**src/rau_pkg.sv**
```systemverilog
package rau_pkg;

  localparam int OPERAND_WIDTH = 16;
  localparam int RES_NUM_WIDTH = 2 * OPERAND_WIDTH + 1;
  localparam int RES_DEN_WIDTH = 2 * OPERAND_WIDTH;
  localparam int PROD_WIDTH    = 2 * OPERAND_WIDTH + 2;
  localparam int CNT_WIDTH     = $clog2(OPERAND_WIDTH);
  localparam int CMD_WIDTH     = 2;

  localparam logic [CMD_WIDTH-1:0] CMD_ADD    = 2'd0;
  localparam logic [CMD_WIDTH-1:0] CMD_MUL    = 2'd1;
  localparam logic [CMD_WIDTH-1:0] CMD_REDUCE = 2'd2;

  // sequencer states
  typedef enum logic [4:0] {
    S_IDLE = 5'b00001,
    S_MUL  = 5'b00010,
    S_GCD  = 5'b00100,
    S_DIV  = 5'b01000,
    S_FIN  = 5'b10000
  } state_t;

endpackage

```
**src/rau_op_if.sv**
```systemverilog
interface rau_op_if;
  import rau_pkg::*;

  logic                            valid;
  logic                            ready;
  logic [CMD_WIDTH-1:0]            command;
  logic signed [OPERAND_WIDTH-1:0] a_num;
  logic [OPERAND_WIDTH-1:0]        a_den;
  logic signed [OPERAND_WIDTH-1:0] b_num;
  logic [OPERAND_WIDTH-1:0]        b_den;

  modport source (output valid, command, a_num, a_den, b_num, b_den, input ready);
  modport sink   (input valid, command, a_num, a_den, b_num, b_den, output ready);
endinterface

```
**src/rau_res_if.sv**
```systemverilog
interface rau_res_if;
  import rau_pkg::*;

  logic                            valid;
  logic                            ready;
  logic signed [RES_NUM_WIDTH-1:0] res_num;
  logic [RES_DEN_WIDTH-1:0]        res_den;
  logic                            status;

  modport source (output valid, res_num, res_den, status, input ready);
  modport sink   (input valid, res_num, res_den, status, output ready);
endinterface

```
**src/rational_arith_unit_core.sv**
```systemverilog
// channel    dir  payload                                   transfer
// operands   in   command, a_num, a_den, b_num, b_den       valid & ready
// result     out  res_num, res_den, status                  valid & ready
//
// sequencing: add and multiply step the multiplier through its products;
//   command three and zero-over-zero reduce go straight to the result;
//   reduce runs binary gcd steps, then the divider over numerator and denominator.
// the gcd compare and divider trial share one subtractor, and all products come from one multiplier.
// rst is synchronous and clears the sequencer and the result valid.
// operands are taken only while idle; a waiting result does not block the next transfer.
module rational_arith_unit_core (
  input  logic        clk,
  input  logic        rst,
  rau_op_if.sink      operands,
  rau_res_if.source   result
);
  import rau_pkg::*;

  localparam int W = OPERAND_WIDTH;

  state_t state;

  logic [CMD_WIDTH-1:0]            cmd;
  logic signed [W-1:0]             an;
  logic [W-1:0]                    ad;
  logic signed [W-1:0]             bn;
  logic [W-1:0]                    bd;
  logic                            neg;
  logic [W-1:0]                    mag;
  logic [RES_NUM_WIDTH-1:0]        num;
  logic [RES_DEN_WIDTH-1:0]        den;
  logic                            st;
  logic signed [PROD_WIDTH-1:0]    prod;
  logic [1:0]                      mstep;
  logic [W-1:0]                    u;
  logic [W-1:0]                    v;
  logic [CNT_WIDTH-1:0]            k;
  logic [W-1:0]                    g;
  logic [W-1:0]                    rem;
  logic [W-1:0]                    quo;
  logic [CNT_WIDTH-1:0]            cnt;
  logic                            dpass;

  logic signed [W:0]               ma;
  logic signed [W:0]               mb;
  logic [W:0]                      sub_a;
  logic [W:0]                      sub_b;
  logic [W+1:0]                    sub_diff;
  logic                            borrow;
  logic [W-1:0]                    quo_next;
  logic [RES_NUM_WIDTH-1:0]        qn;
  logic [W-1:0]                    mag_in;
  logic                            accept;
  logic                            load_out;

  assign operands.ready = (state == S_IDLE);
  assign accept         = operands.valid && operands.ready;
  assign load_out       = (state == S_FIN) && (!result.valid || result.ready);

  // magnitude of the incoming numerator
  assign mag_in = operands.a_num[W-1] ? W'(-operands.a_num) : W'(operands.a_num);

  // multiplier operand select per step
  always_comb begin
    case (mstep)
      2'd0: begin
        ma = {an[W-1], an};
        mb = (cmd == CMD_ADD) ? $signed({1'b0, bd}) : $signed({bn[W-1], bn});
      end
      2'd1: begin
        ma = $signed({1'b0, ad});
        mb = (cmd == CMD_ADD) ? $signed({bn[W-1], bn}) : $signed({1'b0, bd});
      end
      default: begin
        ma = $signed({1'b0, ad});
        mb = $signed({1'b0, bd});
      end
    endcase
  end

  // shared subtractor: gcd compare or divider trial
  always_comb begin
    if (state == S_DIV) begin
      sub_a = {rem, quo[W-1]};
      sub_b = {1'b0, g};
    end else begin
      sub_a = {1'b0, u};
      sub_b = {1'b0, v};
    end
    sub_diff = {1'b0, sub_a} - {1'b0, sub_b};
  end

  assign borrow   = sub_diff[W+1];
  assign quo_next = {quo[W-2:0], ~borrow};
  assign qn       = RES_NUM_WIDTH'(quo_next);

  // sequencer
  always_ff @(posedge clk) begin
    if (rst) begin
      state <= S_IDLE;
    end else begin
      case (state)
        S_IDLE: begin
          if (accept) begin
            cmd   <= operands.command;
            an    <= operands.a_num;
            ad    <= operands.a_den;
            bn    <= operands.b_num;
            bd    <= operands.b_den;
            mstep <= 2'd0;
            case (operands.command)
              CMD_ADD, CMD_MUL: begin
                state <= S_MUL;
              end
              CMD_REDUCE: begin
                if (mag_in == '0 && operands.a_den == '0) begin
                  num   <= RES_NUM_WIDTH'(operands.a_num);
                  den   <= RES_DEN_WIDTH'(operands.a_den);
                  st    <= 1'b1;
                  state <= S_FIN;
                end else begin
                  u     <= mag_in;
                  v     <= operands.a_den;
                  mag   <= mag_in;
                  neg   <= operands.a_num[W-1];
                  k     <= '0;
                  state <= S_GCD;
                end
              end
              default: begin
                num   <= RES_NUM_WIDTH'(operands.a_num);
                den   <= RES_DEN_WIDTH'(operands.a_den);
                st    <= 1'b0;
                state <= S_FIN;
              end
            endcase
          end
        end
        S_MUL: begin
          prod  <= ma * mb;
          mstep <= mstep + 2'd1;
          case (mstep)
            2'd1: begin
              num <= prod[RES_NUM_WIDTH-1:0];
            end
            2'd2: begin
              if (cmd == CMD_ADD) begin
                num <= num + prod[RES_NUM_WIDTH-1:0];
              end else begin
                den   <= prod[RES_DEN_WIDTH-1:0];
                st    <= 1'b0;
                state <= S_FIN;
              end
            end
            2'd3: begin
              den   <= prod[RES_DEN_WIDTH-1:0];
              st    <= 1'b0;
              state <= S_FIN;
            end
            default: begin
            end
          endcase
        end
        S_GCD: begin
          // binary gcd, one step a cycle
          if (u == '0 || v == '0) begin
            g     <= (u == '0) ? (v << k) : (u << k);
            rem   <= '0;
            quo   <= mag;
            cnt   <= '0;
            dpass <= 1'b0;
            state <= S_DIV;
          end else if (!u[0] && !v[0]) begin
            u <= u >> 1;
            v <= v >> 1;
            k <= k + CNT_WIDTH'(1);
          end else if (!u[0]) begin
            u <= u >> 1;
          end else if (!v[0]) begin
            v <= v >> 1;
          end else if (borrow) begin
            u <= v;
            v <= u;
          end else begin
            u <= sub_diff[W:1];
          end
        end
        S_DIV: begin
          // restoring divide, one quotient bit a cycle
          if (cnt == CNT_WIDTH'(W - 1) && !dpass) begin
            // numerator done, reload for the denominator pass
            num   <= neg ? -qn : qn;
            rem   <= '0;
            quo   <= ad;
            cnt   <= '0;
            dpass <= 1'b1;
          end else begin
            rem <= borrow ? sub_a[W-1:0] : sub_diff[W-1:0];
            quo <= quo_next;
            cnt <= cnt + CNT_WIDTH'(1);
            if (cnt == CNT_WIDTH'(W - 1)) begin
              den   <= RES_DEN_WIDTH'(quo_next);
              st    <= 1'b0;
              state <= S_FIN;
            end
          end
        end
        S_FIN: begin
          if (load_out) begin
            state <= S_IDLE;
          end
        end
        default: begin
          state <= S_IDLE;
        end
      endcase
    end
  end

  // result register
  always_ff @(posedge clk) begin
    if (rst) begin
      result.valid <= 1'b0;
    end else if (load_out) begin
      result.valid <= 1'b1;
    end else if (result.ready) begin
      result.valid <= 1'b0;
    end
  end

  always_ff @(posedge clk) begin
    if (load_out) begin
      result.res_num <= num;
      result.res_den <= den;
      result.status  <= st;
    end
  end

  // checks
  a_busy_after_transfer: assert property (@(posedge clk) disable iff (rst)
    accept |=> state != S_IDLE)
    else $error("sequencer stayed idle after operand transfer");

  a_div_nonzero: assert property (@(posedge clk) disable iff (rst)
    state == S_DIV |-> g != '0)
    else $error("divider running with zero gcd");

  a_err_zero: assert property (@(posedge clk) disable iff (rst)
    result.valid && result.status |-> result.res_num == '0 && result.res_den == '0)
    else $error("error status on a fraction other than zero over zero");

  a_load_valid: assert property (@(posedge clk) disable iff (rst)
    load_out |=> result.valid)
    else $error("finished result not presented");

endmodule
```
**src/flat_wrapper.sv**
```systemverilog
// flat-port wrapper written by rule: the top's interface ports become plain ports
module rational_arith_unit_core_flat import rau_pkg::*;
  (clk, rst, operands_valid, operands_command, operands_a_num, operands_a_den, operands_b_num, operands_b_den, operands_ready, result_valid, result_res_num, result_res_den, result_status, result_ready);
  rau_op_if operands_i ();
  rau_res_if result_i ();
  input  logic clk;
  input  logic rst;
  input wire logic [$bits(operands_i.valid)-1:0] operands_valid;
  input wire logic [$bits(operands_i.command)-1:0] operands_command;
  input wire logic [$bits(operands_i.a_num)-1:0] operands_a_num;
  input wire logic [$bits(operands_i.a_den)-1:0] operands_a_den;
  input wire logic [$bits(operands_i.b_num)-1:0] operands_b_num;
  input wire logic [$bits(operands_i.b_den)-1:0] operands_b_den;
  output wire logic [$bits(operands_i.ready)-1:0] operands_ready;
  output wire logic [$bits(result_i.valid)-1:0] result_valid;
  output wire logic [$bits(result_i.res_num)-1:0] result_res_num;
  output wire logic [$bits(result_i.res_den)-1:0] result_res_den;
  output wire logic [$bits(result_i.status)-1:0] result_status;
  input wire logic [$bits(result_i.ready)-1:0] result_ready;
  assign operands_i.valid = operands_valid;
  assign operands_i.command = operands_command;
  assign operands_i.a_num = operands_a_num;
  assign operands_i.a_den = operands_a_den;
  assign operands_i.b_num = operands_b_num;
  assign operands_i.b_den = operands_b_den;
  assign operands_ready = operands_i.ready;
  assign result_valid = result_i.valid;
  assign result_res_num = result_i.res_num;
  assign result_res_den = result_i.res_den;
  assign result_status = result_i.status;
  assign result_i.ready = result_ready;
  rational_arith_unit_core u_core (.clk(clk), .rst(rst), .operands(operands_i), .result(result_i));
endmodule
```
**config.mk**
```make
export PLATFORM = sky130hd
export DESIGN_NAME = rational_arith_unit_core_flat
export DESIGN_NICKNAME = d
export VERILOG_FILES = /design/src/rau_pkg.sv /design/src/rau_op_if.sv /design/src/rau_res_if.sv /design/src/rational_arith_unit_core.sv /design/src/flat_wrapper.sv
export SDC_FILE = /design/constraint.sdc
export NUM_CORES = 1
export LEC_CHECK = 0
export BUFFER_PORTS_ARGS = -buffer_cell sky130_fd_sc_hd__buf_2
export CAP_MARGIN = 10
export CELL_PAD_IN_SITES_DETAIL_PLACEMENT = 0
export CELL_PAD_IN_SITES_GLOBAL_PLACEMENT = 2
export CORE_MARGIN = 2
export CORE_UTILIZATION = 42
export DETAILED_ROUTE_END_ITERATION = 12
export GPL_ROUTABILITY_DRIVEN = 0
export HOLD_SLACK_MARGIN = 0.05
export PLACE_DENSITY = 0.88
export REMOVE_ABC_BUFFERS = 1
export SYNTH_ARGS = -nofsm -noshare
export SYNTH_HDL_FRONTEND = slang
export SYNTH_SLANG_ARGS = --single-unit
```
**constraint.sdc**
```tcl
create_clock -name clk -period 9.3 [get_ports clk]
set_input_delay 1.395 -clock clk [delete_from_list [all_inputs] [get_ports clk]]
set_output_delay 1.395 -clock clk [all_outputs]
set_load 0.02 [all_outputs]
```
==> flow_summary.yaml <==
cts:
  clock_sinks: 345
  htreeDepth: 2
  clk_pin_slew_worst_paths_ps: 60
  cts_setup_buffers: 0
  cts_root_buf: "clkbuf_16"
  cts_resized: 0
  ctsHoldBuffers: 0
  clk_latency_ps: 590
  cts_buffer_depth: 3
  cts-buffers-inserted: 41
  tritoncts: "yes"
final_layout:
  final_cell_mix: "edfxtp_1, nand2_1, inv_1, fa_1, nor2_1"
  drive_gt1_share_pct: 10.8
  layout_commonest_cell: "edfxtp_1"
  nNetsFinal: 3307
  area_growth_syn_to_layout_pct: 11.4
yosys:
  ys_ff_latch: 345
  postSynthAreaPerCell_um2: 10.5
  synthesis.area_um2: 28100
  synth_ff_type: "edfxtp_1"
  synth_cell_types: 88
  synth_edf_count: 339
  synth_top_family_by_area: "adder cells"
  synth.area.mux_share_pct: 4.19
  synth_fa_ha_area_share_pct: 27.1
  async_reset_ff_share_pct: 0
  synth_xor_area_share_pct: 2.81
  synth-compound-area-share_pct: 10.6
  ys_seq_area_share_pct: 36.7
  ys_warn_count: 0
  syn_inst: 2678
  yosys.area_share.simple_pct: 12.8
global_routing:
  grt_pass1_vias: 21500
  grt_pass1_wl_um: 132000
  track_usage_pct: 25.1
  grt.overflow.total: 0
  grt_max_degree: 68
  antenna_found_initial: 9
timing:
  setup_viol_count_final: 0
  drv_slew: 0
  setup_ws_ps: 616
  finalHoldViolCount: 0
  slew_headroom_pct: 24.7
  worst_pin_slew_ps: 1120
  tns_ps: 0
  timing.final.crit_share_pct: 93.4
  skew_ps: 27.1
  rsz0062_at_grt: "no"
  min_period_ps: 8680
  clock.fmax_ghz: 0.115
placed_design:
  port_buffers: 137
  place.detailed.hpwl_um: 65900
  preCtsSetupSlack_ps: 654
setup_path:
  critical_path_class: "register to register"
  crit_required_ps: 9610
  critPathTopFamily: "adder cells"
  crit_fanout: 35
  crit_arrival_ps: 9000
  critical_path_buf_inv_count: 7
  end_kind: "register"
  start_kind: "register"
  cp_slowest_stage_delay_ps: 860
  slowest_stage: "a22oi_1"
  critPathMostFrequentCell: "fa_1"
floorplanning:
  die-height_um: 263
  die_x_um: 263
  row_count: 94
  core_um2: 66000
  dieArea_um2: 69000
  ioPinCount: 138
  initial_core_util_pct: 42.6
flow_run:
  drv_cap: 0
route:
  vias: 21100
  vias_per_cell: 5.69
  first_pass_iters: 6
  routed_wl_um: 86100
  wl_per_cell_um: 23.3
  drtAntennaViolNets: 0
  drt_first_iter_violations: 1867
  drc: 0
hold_path:
  hold_class: "register to register"
outcome:
  status: "completed"
layout make-up:
class	count	area, um2
inverter	336	1260
clock inverter	25	317
multi-input combinational	1898	16200
timing repair buffer	183	1030
clock buffer	49	1080
sequential	345	10300
fill	6085	34700
antenna	1	2.50
tap	864	1080
through the flow:
step / hold slack, ps / area, um2 / std cells / utilization [%]
floorplan: 400 / 27700 / 2579 / -
global placement: 402 / 29900 / 3626 / 45.3
detailed placement: 405 / 29900 / 3626 / 45.3
CTS: 418 / 31300 / 3700 / 47.4
global route: 428 / 31300 / 3701 / 47.4
finish: 418 / 31300 / 3701 / 47.4
layer usage:
layer  vias to the layer above  wire length [um]  track usage [%]  part of all wire, %
li1                       9404                 -                -                    -
met1                     10500             35900             34.3                   42
met2                       985             38800             39.5                   45
met3                       209              7910             5.32                  9.2
met4                        12              3460             9.12                  4.0
met5                         -                65                0                0.075
state kept, by name, summed over array words and instances, names as in the netlist, 32 cells and up:
name and count:
u_core.result.res_den 32, u_core.prod 33, u_core.num 33, u_core.result.res_num 33, u_core.den 32
final timing paths:
| path | slack [ps] | endpoint | startpoint | depth (start not counted) |
|---|---|---|---|---|
| worst max register to register | 620 | u_core.prod[32] | u_core.mstep[0] | 27 |
| worst max-delay path | 620 | u_core.prod[32] | u_core.mstep[0] | 27 |
| worst min register to register | 420 | u_core.result.res_den[0] | u_core.den[0] | 0 |
| worst min-delay path | 420 | u_core.result.res_den[0] | u_core.den[0] | 0 |
Yosys cell counts (6+ instances only):
master	number	area share [%]
edfxtp_1	339	36
nand2_1	336	4.5
inv_1	331	4.4
fa_1	292	21
nor2_1	257	3.4
ha_1	140	6.2
o21ai_0	105	1.9
a21oi_1	104	1.9
mux2i_1	95	3.4
clkbuf_1	80	1.1
xnor2_1	62	1.9
nand3_1	35	0.62
a22oi_1	34	0.91
nand2b_1	28	0.62
xor2_1	28	0.87
a21o_1	27	0.72
a31oi_1	25	0.56
and2_1	25	0.56
o21a_1	24	0.64
nor3_1	22	0.39
mux2_2	17	0.68
o22ai_1	16	0.36
nor4_1	15	0.33
o211ai_1	13	0.35
a211oi_1	12	0.32
and3_1	12	0.27
a21boi_0	11	0.29
a22o_1	11	0.34
or3_1	11	0.25
buf_1	10	0.13
nand4_1	10	0.22
nor2b_1	9	0.20
buf_2	7	0.12
nor3b_1	7	0.19
o21bai_1	7	0.19
or4_1	7	0.19
a222oi_1	6	0.21
dfxtp_1	6	0.43
o221ai_1	6	0.19
o31ai_1	6	0.16
o41ai_1	6	0.19
or2_2	6	0.13
kinds of logic (layout without fill, tap and decap cells):
group / count (synthesis) / count (layout)
and+or+nand+nor: 805 / 805
AOI/OAI and AO/OA: 456 / 456
buffers and inverters: 435 / 593
adders and majority gates: 432 / 432
DFF: 345 / 345
muxes: 115 / 115
xor gates and xnor gates: 90 / 90
other: 0 / 1
Power is not shown: default switching activity piles up to over one toggle a cycle in this logic, so the estimate is an artifact.
